--- src/hdl/lspfe_pkg.sv ---
package lspfe_pkg;

    // Defaults for the top-level parameters
    localparam int NUM_LEDS_DEFAULT      = 8;
    localparam int TICK_INTERVAL_DEFAULT = 10;

    // Field widths
    localparam int LED_W   = 3;
    localparam int CHAN_W  = 8;
    localparam int LEVEL_W = 16;
    localparam int TIME_W  = 16;
    localparam int PULSE_W = 40;

    // Command codes
    localparam logic [1:0] CMD_WRITE_COLOUR = 2'd0;
    localparam logic [1:0] CMD_SET_LEVEL    = 2'd1;
    localparam logic [1:0] CMD_TICK         = 2'd2;

    // Pulse patterns, one 5-bit symbol per data bit
    localparam logic [4:0] PULSE_ONE  = 5'h1C;
    localparam logic [4:0] PULSE_ZERO = 5'h10;

    localparam logic [CHAN_W-1:0] WHITE_LEVEL = 8'h7F;
    localparam logic [CHAN_W-1:0] CHAN_MAX    = 8'hFF;

    // Corrected level: L * (L + KNEE) / (5 * 2^CORR_SHIFT), L in 8.8
    localparam int KNEE        = 64 * 256;
    localparam int CORR_SHIFT  = 22;
    localparam int RECIP_FIVE  = 13108;   // 2^16 / 5, rounded up
    localparam int RECIP_SHIFT = 16;

    // Queue depths
    localparam int MID_DEPTH = 4;
    localparam int OUT_DEPTH = 4;

    typedef struct packed {
        logic [1:0]         cmd;
        logic [LED_W-1:0]   led_index;
        logic [CHAN_W-1:0]  red_value;
        logic [CHAN_W-1:0]  green_value;
        logic [CHAN_W-1:0]  blue_value;
        logic [CHAN_W-1:0]  target_level;
        logic [TIME_W-1:0]  ramp_time;
    } cmd_req_t;

    typedef struct packed {
        logic [LED_W-1:0]   out_led;
        logic [PULSE_W-1:0] green_pulses;
        logic [PULSE_W-1:0] red_pulses;
        logic [PULSE_W-1:0] blue_pulses;
        logic               frame_end;
    } result_t;

    // One LED of a frame, handed from the front to the back
    typedef struct packed {
        logic [LED_W-1:0]  led;
        logic [CHAN_W-1:0] red;
        logic [CHAN_W-1:0] green;
        logic [CHAN_W-1:0] blue;
        logic [CHAN_W-1:0] level;
        logic              last;
    } entry_t;

    function automatic logic [PULSE_W-1:0] encode_pulses(input logic [CHAN_W-1:0] v);
        logic [PULSE_W-1:0] acc;
        acc = '0;
        for (int b = 0; b < CHAN_W; b++)
        begin
            acc[b*5 +: 5] = v[b] ? PULSE_ONE : PULSE_ZERO;
        end
        return acc;
    endfunction

endpackage

--- src/hdl/lspfe_fifo.sv ---
module lspfe_fifo #(
    parameter int WIDTH = $bits(lspfe_pkg::entry_t),
    parameter int DEPTH = lspfe_pkg::MID_DEPTH,
    parameter int CNT_W = $clog2(DEPTH + 1)
) (
    input  logic             clk,
    input  logic             rst_n,
    input  logic             push,
    input  logic [WIDTH-1:0] wdata,
    output logic             full,
    input  logic             pop,
    output logic [WIDTH-1:0] rdata,
    output logic             empty,
    output logic [CNT_W-1:0] count
);

    localparam int PTR_W = (DEPTH > 1) ? $clog2(DEPTH) : 1;

    logic [WIDTH-1:0] mem_reg [DEPTH];
    logic [PTR_W-1:0] wr_ptr_reg;
    logic [PTR_W-1:0] rd_ptr_reg;
    logic [CNT_W-1:0] count_reg;
    logic             do_push;
    logic             do_pop;

    assign full    = (count_reg == CNT_W'(DEPTH));
    assign empty   = (count_reg == '0);
    assign count   = count_reg;
    assign rdata   = mem_reg[rd_ptr_reg];
    assign do_push = push && !full;
    assign do_pop  = pop && !empty;

    always_ff @(posedge clk)
    begin
        if (do_push)
        begin
            mem_reg[wr_ptr_reg] <= wdata;
        end
    end

    always_ff @(posedge clk or negedge rst_n)
    begin
        if (!rst_n)
        begin
            wr_ptr_reg <= '0;
            rd_ptr_reg <= '0;
            count_reg  <= '0;
        end
        else
        begin
            if (do_push)
            begin
                wr_ptr_reg <= (wr_ptr_reg == PTR_W'(DEPTH - 1)) ? '0 : wr_ptr_reg + 1'b1;
            end
            if (do_pop)
            begin
                rd_ptr_reg <= (rd_ptr_reg == PTR_W'(DEPTH - 1)) ? '0 : rd_ptr_reg + 1'b1;
            end
            if (do_push && !do_pop)
            begin
                count_reg <= count_reg + 1'b1;
            end
            else if (do_pop && !do_push)
            begin
                count_reg <= count_reg - 1'b1;
            end
        end
    end

endmodule

--- src/hdl/lspfe_div.sv ---
module lspfe_div (
    input  logic        clk,
    input  logic        rst_n,
    input  logic        start,
    input  logic [15:0] dividend,
    input  logic [16:0] divisor,
    output logic        busy,
    output logic [15:0] quotient
);

    logic        busy_reg;
    logic [4:0]  cnt_reg;
    logic [16:0] rem_reg;
    logic [15:0] quo_reg;
    logic [16:0] div_reg;
    logic [16:0] trial;
    logic        fits;

    // One quotient bit per cycle, restoring
    assign trial    = {rem_reg[15:0], quo_reg[15]};
    assign fits     = (trial >= div_reg);
    assign busy     = busy_reg;
    assign quotient = quo_reg;

    always_ff @(posedge clk or negedge rst_n)
    begin
        if (!rst_n)
        begin
            busy_reg <= 1'b0;
            cnt_reg  <= '0;
            rem_reg  <= '0;
            quo_reg  <= '0;
            div_reg  <= '0;
        end
        else if (start)
        begin
            busy_reg <= 1'b1;
            cnt_reg  <= '0;
            rem_reg  <= '0;
            quo_reg  <= dividend;
            div_reg  <= divisor;
        end
        else if (busy_reg)
        begin
            rem_reg <= fits ? (trial - div_reg) : trial;
            quo_reg <= {quo_reg[14:0], fits};
            cnt_reg <= cnt_reg + 1'b1;
            if (cnt_reg == 5'd15)
            begin
                busy_reg <= 1'b0;
            end
        end
    end

endmodule

--- src/hdl/lspfe_front.sv ---
module lspfe_front #(
    parameter int NUM_LEDS      = lspfe_pkg::NUM_LEDS_DEFAULT,
    parameter int TICK_INTERVAL = lspfe_pkg::TICK_INTERVAL_DEFAULT
) (
    input  logic                clk,
    input  logic                rst_n,
    input  logic                push,
    input  lspfe_pkg::cmd_req_t cmd_req,
    output logic                full,
    output logic                mid_push,
    output lspfe_pkg::entry_t   mid_entry,
    input  logic                mid_full
);

    localparam int FRAME_LEN = (NUM_LEDS < 8) ? NUM_LEDS : 8;
    localparam int IDX_W     = (FRAME_LEN > 1) ? $clog2(FRAME_LEN) : 1;

    // Exact time / TICK_INTERVAL for a 16-bit time through a reciprocal
    localparam int STEP_SHIFT = 16 + $clog2(TICK_INTERVAL);
    localparam longint unsigned STEP_RECIP =
        ((64'd1 << STEP_SHIFT) + 64'(TICK_INTERVAL) - 64'd1) / 64'(TICK_INTERVAL);

    typedef enum logic [2:0] {
        S_IDLE,
        S_STEPS,
        S_GAP,
        S_CHECK,
        S_CORR,
        S_CORR_SCALE,
        S_EMIT
    } state_t;

    state_t      state_reg;
    logic [23:0] store_reg [FRAME_LEN];
    logic [15:0] level_reg;
    logic [7:0]  goal_reg;
    logic [15:0] time_reg;
    logic        pending_reg;
    logic [7:0]  before_reg;
    logic        emit_reg;
    logic        neg_reg;
    logic [32:0] prod_reg;
    logic [7:0]  lc_reg;
    logic [2:0]  led_cnt_reg;

    logic        accept;
    logic        ramp_needed;
    logic        has_steps;
    logic [32:0] steps_prod;
    logic [15:0] steps;
    logic        div_start;
    logic [15:0] div_dividend;
    logic [16:0] div_divisor;
    logic        div_busy;
    logic [15:0] div_quotient;
    logic [16:0] gap;
    logic [16:0] gap_mag;
    logic [15:0] delta;
    logic [24:0] scaled;
    logic [8:0]  c_raw;
    logic [7:0]  c_sat;
    logic [7:0]  lc_next;
    logic [23:0] colour;
    logic        last_led;

    assign accept      = push && (state_reg == S_IDLE);
    assign full        = (state_reg != S_IDLE);
    assign ramp_needed = (level_reg[15:8] != goal_reg);
    assign has_steps   = (time_reg >= 16'(TICK_INTERVAL));

    assign steps_prod = {17'd0, time_reg} * 33'(STEP_RECIP);
    assign steps      = 16'(steps_prod >> STEP_SHIFT);

    // Signed gap to the target, divided as a magnitude and truncated toward zero
    assign gap     = {1'b0, goal_reg, 8'h00} - {1'b0, level_reg};
    assign gap_mag = gap[16] ? (17'd0 - gap) : gap;
    assign delta   = neg_reg ? (16'd0 - div_quotient) : div_quotient;

    assign div_start    = (state_reg == S_STEPS);
    assign div_dividend = gap_mag[15:0];
    assign div_divisor  = {1'b0, steps} + 17'd1;

    lspfe_div u_div (
        .clk      (clk),
        .rst_n    (rst_n),
        .start    (div_start),
        .dividend (div_dividend),
        .divisor  (div_divisor),
        .busy     (div_busy),
        .quotient (div_quotient)
    );

    // Divide by five through a reciprocal, then saturate and lift
    assign scaled = 25'(prod_reg[32:lspfe_pkg::CORR_SHIFT]) * 25'(lspfe_pkg::RECIP_FIVE);
    assign c_raw  = scaled[24:lspfe_pkg::RECIP_SHIFT];
    assign c_sat  = c_raw[8] ? lspfe_pkg::CHAN_MAX : c_raw[7:0];
    assign lc_next = ((level_reg[15:8] != 8'd0) && (c_sat != lspfe_pkg::CHAN_MAX))
                   ? (c_sat + 8'd1) : c_sat;

    assign colour   = store_reg[led_cnt_reg[IDX_W-1:0]];
    assign last_led = (led_cnt_reg == 3'(FRAME_LEN - 1));

    assign mid_push        = (state_reg == S_EMIT) && !mid_full;
    assign mid_entry.led   = led_cnt_reg;
    assign mid_entry.red   = colour[23:16];
    assign mid_entry.green = colour[15:8];
    assign mid_entry.blue  = colour[7:0];
    assign mid_entry.level = lc_reg;
    assign mid_entry.last  = last_led;

    always_ff @(posedge clk or negedge rst_n)
    begin
        if (!rst_n)
        begin
            state_reg   <= S_IDLE;
            for (int i = 0; i < FRAME_LEN; i++)
            begin
                store_reg[i] <= {3{lspfe_pkg::WHITE_LEVEL}};
            end
            level_reg   <= '0;
            goal_reg    <= '0;
            time_reg    <= '0;
            pending_reg <= 1'b0;
            before_reg  <= '0;
            emit_reg    <= 1'b0;
            neg_reg     <= 1'b0;
            prod_reg    <= '0;
            lc_reg      <= '0;
            led_cnt_reg <= '0;
        end
        else
        begin
            case (state_reg)
                S_IDLE:
                begin
                    if (accept)
                    begin
                        case (cmd_req.cmd)
                            lspfe_pkg::CMD_WRITE_COLOUR:
                            begin
                                if ({1'b0, cmd_req.led_index} < 4'(FRAME_LEN))
                                begin
                                    store_reg[cmd_req.led_index[IDX_W-1:0]] <=
                                        {cmd_req.red_value, cmd_req.green_value,
                                         cmd_req.blue_value};
                                end
                                pending_reg <= 1'b1;
                            end
                            lspfe_pkg::CMD_SET_LEVEL:
                            begin
                                goal_reg <= cmd_req.target_level;
                                time_reg <= cmd_req.ramp_time;
                            end
                            lspfe_pkg::CMD_TICK:
                            begin
                                before_reg <= level_reg[15:8];
                                emit_reg   <= pending_reg;
                                if (ramp_needed && has_steps)
                                begin
                                    state_reg <= S_STEPS;
                                end
                                else
                                begin
                                    if (ramp_needed)
                                    begin
                                        level_reg <= {goal_reg, 8'h00};
                                        time_reg  <= '0;
                                    end
                                    state_reg <= S_CHECK;
                                end
                            end
                            default:
                            begin
                                state_reg <= S_IDLE;
                            end
                        endcase
                    end
                end
                S_STEPS:
                begin
                    neg_reg   <= gap[16];
                    state_reg <= S_GAP;
                end
                S_GAP:
                begin
                    if (!div_busy)
                    begin
                        level_reg <= level_reg + delta;
                        time_reg  <= time_reg - 16'(TICK_INTERVAL);
                        state_reg <= S_CHECK;
                    end
                end
                S_CHECK:
                begin
                    if (emit_reg || (level_reg[15:8] != before_reg))
                    begin
                        pending_reg <= 1'b0;
                        state_reg   <= S_CORR;
                    end
                    else
                    begin
                        state_reg <= S_IDLE;
                    end
                end
                S_CORR:
                begin
                    prod_reg  <= {17'd0, level_reg}
                               * ({17'd0, level_reg} + 33'(lspfe_pkg::KNEE));
                    state_reg <= S_CORR_SCALE;
                end
                S_CORR_SCALE:
                begin
                    lc_reg      <= lc_next;
                    led_cnt_reg <= '0;
                    state_reg   <= S_EMIT;
                end
                S_EMIT:
                begin
                    if (!mid_full)
                    begin
                        if (last_led)
                        begin
                            state_reg <= S_IDLE;
                        end
                        else
                        begin
                            led_cnt_reg <= led_cnt_reg + 3'd1;
                        end
                    end
                end
                default:
                begin
                    state_reg <= S_IDLE;
                end
            endcase
        end
    end

endmodule

--- src/hdl/lspfe_back.sv ---
module lspfe_back #(
    parameter int OUT_DEPTH = lspfe_pkg::OUT_DEPTH,
    parameter int CNT_W     = $clog2(OUT_DEPTH + 1)
) (
    input  logic               clk,
    input  logic               rst_n,
    input  logic               mid_empty,
    input  lspfe_pkg::entry_t  mid_entry,
    output logic               mid_pop,
    input  logic [CNT_W-1:0]   out_count,
    output logic               out_push,
    output lspfe_pkg::result_t out_item
);

    logic        s1_valid_reg;
    logic [2:0]  s1_led_reg;
    logic        s1_last_reg;
    logic [15:0] s1_red_reg;
    logic [15:0] s1_green_reg;
    logic [15:0] s1_blue_reg;
    logic [16:0] red_q;
    logic [16:0] green_q;
    logic [16:0] blue_q;

    // Take an entry only when the output queue has room for it and the one in flight
    assign mid_pop = !mid_empty
                  && (({1'b0, out_count} + (CNT_W + 1)'(s1_valid_reg)) < (CNT_W + 1)'(OUT_DEPTH));

    always_ff @(posedge clk or negedge rst_n)
    begin
        if (!rst_n)
        begin
            s1_valid_reg <= 1'b0;
            s1_led_reg   <= '0;
            s1_last_reg  <= 1'b0;
            s1_red_reg   <= '0;
            s1_green_reg <= '0;
            s1_blue_reg  <= '0;
        end
        else
        begin
            s1_valid_reg <= mid_pop;
            if (mid_pop)
            begin
                s1_led_reg   <= mid_entry.led;
                s1_last_reg  <= mid_entry.last;
                s1_red_reg   <= 16'(mid_entry.red) * 16'(mid_entry.level);
                s1_green_reg <= 16'(mid_entry.green) * 16'(mid_entry.level);
                s1_blue_reg  <= 16'(mid_entry.blue) * 16'(mid_entry.level);
            end
        end
    end

    // Exact x / 255 for 16-bit x up to 65534
    assign red_q   = {1'b0, s1_red_reg} + 17'(s1_red_reg[15:8]) + 17'd1;
    assign green_q = {1'b0, s1_green_reg} + 17'(s1_green_reg[15:8]) + 17'd1;
    assign blue_q  = {1'b0, s1_blue_reg} + 17'(s1_blue_reg[15:8]) + 17'd1;

    assign out_push              = s1_valid_reg;
    assign out_item.out_led      = s1_led_reg;
    assign out_item.green_pulses = lspfe_pkg::encode_pulses(green_q[15:8]);
    assign out_item.red_pulses   = lspfe_pkg::encode_pulses(red_q[15:8]);
    assign out_item.blue_pulses  = lspfe_pkg::encode_pulses(blue_q[15:8]);
    assign out_item.frame_end    = s1_last_reg;

endmodule

--- src/hdl/led_strip_pulse_frame_encoder.sv ---
// LED strip pulse frame encoder. Requests come in through a queue-style port
// (push/full) and carry one of three commands: write one LED colour, set the
// brightness target and ramp time, or tick. Colour writes and level settings
// give no results and leave full low; a colour write marks a frame as due.
// A tick moves the 8.8 brightness level one ramp step and, when the whole
// level changed or a frame is due, emits one frame: one result per LED for
// min(NUM_LEDS, 8) LEDs, each channel scaled by the corrected level and
// turned into 40 bits of pulse symbols in green, red, blue order, with
// frame_end on the last entry. Results leave through a queue-style port
// (empty/pop). Colours reset to 0x7F white, level and target to zero.
// Path: a tick without a ramp step passes the check state and, if a frame
// is due, the correction and scale states before the front pushes the first
// entry into the middle queue; the back registers each entry on its way to
// the result queue. A ramp step takes the steps left from a reciprocal
// multiply and gap / (steps + 1) from a bit-serial divider. The front then
// hands out one LED entry per cycle while the middle queue has room; the
// back scales and encodes one entry per cycle into a 4-deep result queue,
// so the frame streams at one LED per cycle while results are popped. full
// stays high from the tick until its last entry has left the front.
module led_strip_pulse_frame_encoder #(
    parameter int NUM_LEDS      = lspfe_pkg::NUM_LEDS_DEFAULT,
    parameter int TICK_INTERVAL = lspfe_pkg::TICK_INTERVAL_DEFAULT
) (
    input  logic                clk,
    input  logic                rst_n,
    input  logic                push,
    input  lspfe_pkg::cmd_req_t command,
    output logic                full,
    input  logic                pop,
    output lspfe_pkg::result_t  result,
    output logic                empty
);

    localparam int ENTRY_W   = $bits(lspfe_pkg::entry_t);
    localparam int RESULT_W  = $bits(lspfe_pkg::result_t);
    localparam int MID_CNT_W = $clog2(lspfe_pkg::MID_DEPTH + 1);
    localparam int OUT_CNT_W = $clog2(lspfe_pkg::OUT_DEPTH + 1);

    // Front to middle queue
    logic                   mid_push;
    lspfe_pkg::entry_t      front_entry;
    logic                   mid_full;
    logic                   mid_pop;
    logic [ENTRY_W-1:0]     mid_rdata;
    lspfe_pkg::entry_t      mid_entry;
    logic                   mid_empty;
    logic [MID_CNT_W-1:0]   mid_count;

    // Back to result queue
    logic                   out_push;
    lspfe_pkg::result_t     back_item;
    logic                   out_full;
    logic [RESULT_W-1:0]    out_rdata;
    logic [OUT_CNT_W-1:0]   out_count;

    // Decode commands, run the ramp, hand out one LED entry per cycle while the middle queue has room
    lspfe_front #(
        .NUM_LEDS      (NUM_LEDS),
        .TICK_INTERVAL (TICK_INTERVAL)
    ) u_front (
        .clk       (clk),
        .rst_n     (rst_n),
        .push      (push),
        .cmd_req   (command),
        .full      (full),
        .mid_push  (mid_push),
        .mid_entry (front_entry),
        .mid_full  (mid_full)
    );

    // Hold entries between the two sides so each can stall on its own
    lspfe_fifo #(
        .WIDTH (ENTRY_W),
        .DEPTH (lspfe_pkg::MID_DEPTH),
        .CNT_W (MID_CNT_W)
    ) u_mid_fifo (
        .clk   (clk),
        .rst_n (rst_n),
        .push  (mid_push),
        .wdata (front_entry),
        .full  (mid_full),
        .pop   (mid_pop),
        .rdata (mid_rdata),
        .empty (mid_empty),
        .count (mid_count)
    );

    assign mid_entry = mid_rdata;

    // Scale each channel and encode pulses
    lspfe_back #(
        .OUT_DEPTH (lspfe_pkg::OUT_DEPTH),
        .CNT_W     (OUT_CNT_W)
    ) u_back (
        .clk       (clk),
        .rst_n     (rst_n),
        .mid_empty (mid_empty),
        .mid_entry (mid_entry),
        .mid_pop   (mid_pop),
        .out_count (out_count),
        .out_push  (out_push),
        .out_item  (back_item)
    );

    // Result queue; the back never pushes into it when it is full
    lspfe_fifo #(
        .WIDTH (RESULT_W),
        .DEPTH (lspfe_pkg::OUT_DEPTH),
        .CNT_W (OUT_CNT_W)
    ) u_out_fifo (
        .clk   (clk),
        .rst_n (rst_n),
        .push  (out_push),
        .wdata (back_item),
        .full  (out_full),
        .pop   (pop),
        .rdata (out_rdata),
        .empty (empty),
        .count (out_count)
    );

    // Drop the middle count and the result full flag: the middle flags and result credit cover both
    logic unused_status;
    assign unused_status = out_full ^ (^mid_count);

    assign result = out_rdata;

endmodule
--- config.mk ---
export PLATFORM = sky130hd
export DESIGN_NAME = led_strip_pulse_frame_encoder
export DESIGN_NICKNAME = d
export VERILOG_FILES = /design/src/hdl/lspfe_pkg.sv /design/src/hdl/lspfe_fifo.sv /design/src/hdl/lspfe_div.sv /design/src/hdl/lspfe_front.sv /design/src/hdl/lspfe_back.sv /design/src/hdl/led_strip_pulse_frame_encoder.sv
export SDC_FILE = /design/constraint.sdc
export NUM_CORES = 2
export LEC_CHECK = 0
export BUFFER_PORTS_ARGS = -buffer_cell sky130_fd_sc_hd__buf_2
export CAP_MARGIN = 20
export CELL_PAD_IN_SITES_DETAIL_PLACEMENT = 2
export CELL_PAD_IN_SITES_GLOBAL_PLACEMENT = 2
export CORE_MARGIN = 3
export CORE_UTILIZATION = 35
export CTS_CLUSTER_SIZE = 16
export DETAILED_ROUTE_END_ITERATION = 10
export GPL_TIMING_DRIVEN = 0
export HOLD_SLACK_MARGIN = 0.06
export PLACE_DENSITY = 0.71
export SLEW_MARGIN = 20
export SYNTH_ARGS = -nofsm -noshare
export SYNTH_HDL_FRONTEND = slang
export SYNTH_SLANG_ARGS = --single-unit
--- constraint.sdc ---
create_clock -name clk -period 10.28 [get_ports clk]
set_input_delay 1.028 -clock clk [delete_from_list [all_inputs] [get_ports clk]]
set_output_delay 1.028 -clock clk [all_outputs]
set_load 0.01 [all_outputs]
==> flow_metrics.tcl <==
set metrics [dict create \
    status "complete, no violations" \
    endpoint_kind "register" \
    ctsResizeCount 0 \
    synthSimpleGateAreaFrac_pct 8.37 \
    rsz0062_at_grt "false" \
    clk_pin_slew_worst_paths_ps 60 \
    row_count 139 \
    core_area_um2 144000 \
    hold_viol 0 \
    synth_compound_area_share_pct 6.87 \
    first_global_vias 40300 \
    dp_slack_ps 980 \
    gp_congestion 0.833 \
    synthTopCellsByArea "fa_1 16%, edfxtp_1 15%, ha_1 13%" \
    dp.cells 6689 \
    first_pass_iters 4 \
    cts_tree "yes" \
    crit_path_start_kind "register" \
    worstRegToRegCells 26 \
    routed_via_density 5.06 \
    grt_max_degree 92 \
    holdWs_ps 372 \
    die_area_um2 150000 \
    netlist_area_um2 50900 \
    synth_seq_cells 643 \
    ios 183 \
    fmax_ghz 0.109 \
    report.final.slew_viol_count 0 \
    clock_latency_ps 690 \
    grt_pass1_wl_um 238000 \
    ys.flop_type "edfxtp_1" \
    critPathMaxFanout 12 \
    cts_buffers 76 \
    nNetsFinal 5841 \
    cts_root_buffer "clkbuf_16" \
    postCtsSetupBuffers 0 \
    cts_buffer_depth 3 \
    synth_top_family_by_area "adder cells" \
    placement.io_buffers 108 \
    setup_viol 0 \
    hpwl_um 119000 \
    clock_sinks 643 \
    initial_utilization_pct 35.3 \
    drt_iter0_drc 1328 \
    critPathKind "reg -> reg" \
    wire_per_inst_um 22.1 \
    synth.area.mux_share_pct 10.6 \
    yosysTopAreaCell "fa_1" \
    skew_ps 64.2 \
    synth_cells 4595 \
    synth.avg_cell_area_um2 11.1 \
    synth_xor_area_share_pct 3.15 \
    grt.overflow.total 0 \
    synth_seq_area_share_pct 34.5 \
    grt_antenna_before_repair 7 \
    synthToLayoutAreaGrowth_pct 12.1 \
    fin_crit_ps 9190 \
    worst_hold_path_type "in -> async" \
    wirelength_um 151000 \
    tightest_slew_ps 1100 \
    yosys.area_share.adder_pct 28.6 \
    ant_nets 0 \
    slew_headroom_pct 25.8 \
    yosysTopAreaCellShare_pct 15.9 \
    largest_reg_flops 192 \
    drc_errors 0 \
    grt_use_total_pct 20.3 \
    timing.final.crit_share_pct 89.4 \
    critPathArrivalTime_ps 9760 \
    synth_edf_count 256 \
    vias 34600 \
    fp.dieH_um 387 \
    die_width_um 387 \
    final_cells 6832 \
    cts_max_level 3 \
    drv_cap 0 \
    ys_warn_count 0 \
    synth.distinct_cells 85 \
    cts_hold_buf 0 \
    drive_above_1_share_pct 18.1 \
    postLayoutSetupSlackWorst_ps 1090 \
    async_flop_share_pct 60.2 \
    cp.required_ps 10850 \
]
## cells in the mapped netlist (all sizes together) (9+ instances only)
cell      n
mux2i    42
a21boi   18
nor2b    23
nand3    28
ha      515
a21o     22
a21oi    97
or2      14
o21ai   201
fa      405
edfxtp  256
xnor2   127
and2     69
mux2    255
o211ai    9
a211oi   23
nor2    226
buf     124
clkbuf  132
dfstp   168
a32oi    12
o21a     50
o22ai    10
or3      20
o31ai    32
mux4     94
nor3     40
dfrtp   219
xor2     56
a31oi    11
nand2b   22
inv     704
nand2   431
and3     19
nand4    17
## path summary, 6_finish.rpt
| check | end | slack [ps] | from |
|---|---|---|---|
| min in group clk | u_front.u_div.div_reg[8]$_DFFE_PN0P_ | 480 | u_front.u_div.div_reg[8]$_DFFE_PN0P_ |
| worst max-delay path | u_front.prod_reg[32]$_DFFE_PN0P_ | 1090 | u_front.level_reg[14]$_DFFE_PN0P_ |
| max in group asynchronous | u_front.level_reg[4]$_DFFE_PN0P_ | 8220 | rst_n |
| worst max register to register | u_front.prod_reg[32]$_DFFE_PN0P_ | 1090 | u_front.level_reg[14]$_DFFE_PN0P_ |
| worst min-delay path | u_front.store_reg[63]$_DFFE_PN0P_ | 370 | rst_n |
| worst min register to register | u_front.u_div.div_reg[8]$_DFFE_PN0P_ | 480 | u_front.u_div.div_reg[8]$_DFFE_PN0P_ |
## cells by family after synthesis
kind of cell	count (synthesis)
AOI/OAI and AO/OA	549
adders and majority gates	920
buffers and inverters	963
other	2
xor gates and xnor gates	183
DFF	643
and+or+nand+nor	944
muxes	391
## stage by stage
stage,setup TNS [ps],instance area [um^2],utilization (%)
after floorplan,0,51200,-
after global placement,-65730,54100,37.6
after CTS,0,57000,39.6
after global routing,0,57000,39.6
after detailed placement,0,54400,37.8
final,0,57000,39.6
## worst max-delay path: stages (launching register included)
cell	delay, ps
dfrtp_1	660
clkinv_1	530
clkbuf_1	560
ha_1	590
clkbuf_1	520
nand2_1	170
fa_1	560
inv_1	50
fa_1	580
fa_1	460
fa_1	520
fa_1	510
inv_1	50
fa_1	470
inv_1	40
ha_1	300
a21o_1	120
a21oi_1	80
o21ai_0	210
o2111ai_1	220
a31oi_1	470
o211ai_1	210
a311oi_1	500
o21a_1	220
nor2_1	70
xnor2_1	120
mux2_2	250
## layer usage
layer	global-route usage (%)	share of wire (%)	vias to the layer above
met4	5.08	2.3	0
met2	37.3	52	470
met3	2.25	2.6	170
li1	-	-	15700
met1	25.3	43	18200
met5	0	0	-
## area by class of cell
cell class / count / area (um^2)
Clock inverter: 35 / 528
Buffer: 256 / 1340
Clock buffer: 106 / 2100
Multi-Input combinational cell: 3059 / 29600
Timing Repair Buffer: 121 / 851
Inverter: 707 / 2650
Antenna cell: 2 / 5.00
Tap cell: 1903 / 2380
Sequential cell: 643 / 17600
Fill cell: 15200 / 87000
## layout by cell type, fill, tap and decap left out, types with 22 or more instances in the layout
cell,netlist,final
inv_1,702,702
ha_1,515,515
nand2_1,431,431
fa_1,405,405
edfxtp_1,256,256
mux2_2,255,255
nor2_1,226,226
dfrtp_1,219,219
o21ai_0,184,183
dfstp_2,168,168
clkbuf_1,132,151
xnor2_1,127,127
buf_2,4,111
buf_4,96,97
a21oi_1,96,96
mux4_2,94,94
clkbuf_16,0,76
conb_1,2,72
and2_1,69,61
xor2_1,56,56
o21a_1,50,50
mux2i_1,42,42
nor3_1,38,38
o31ai_1,31,31
nand3_1,28,28
buf_1,23,23
a211oi_1,23,23
nor2b_1,23,23
nand2b_1,22,22
a21o_1,22,22
Power is left out: the tool's default activity adds up to more than one toggle a clock period on the data nets, which glitch-free logic cannot reach.
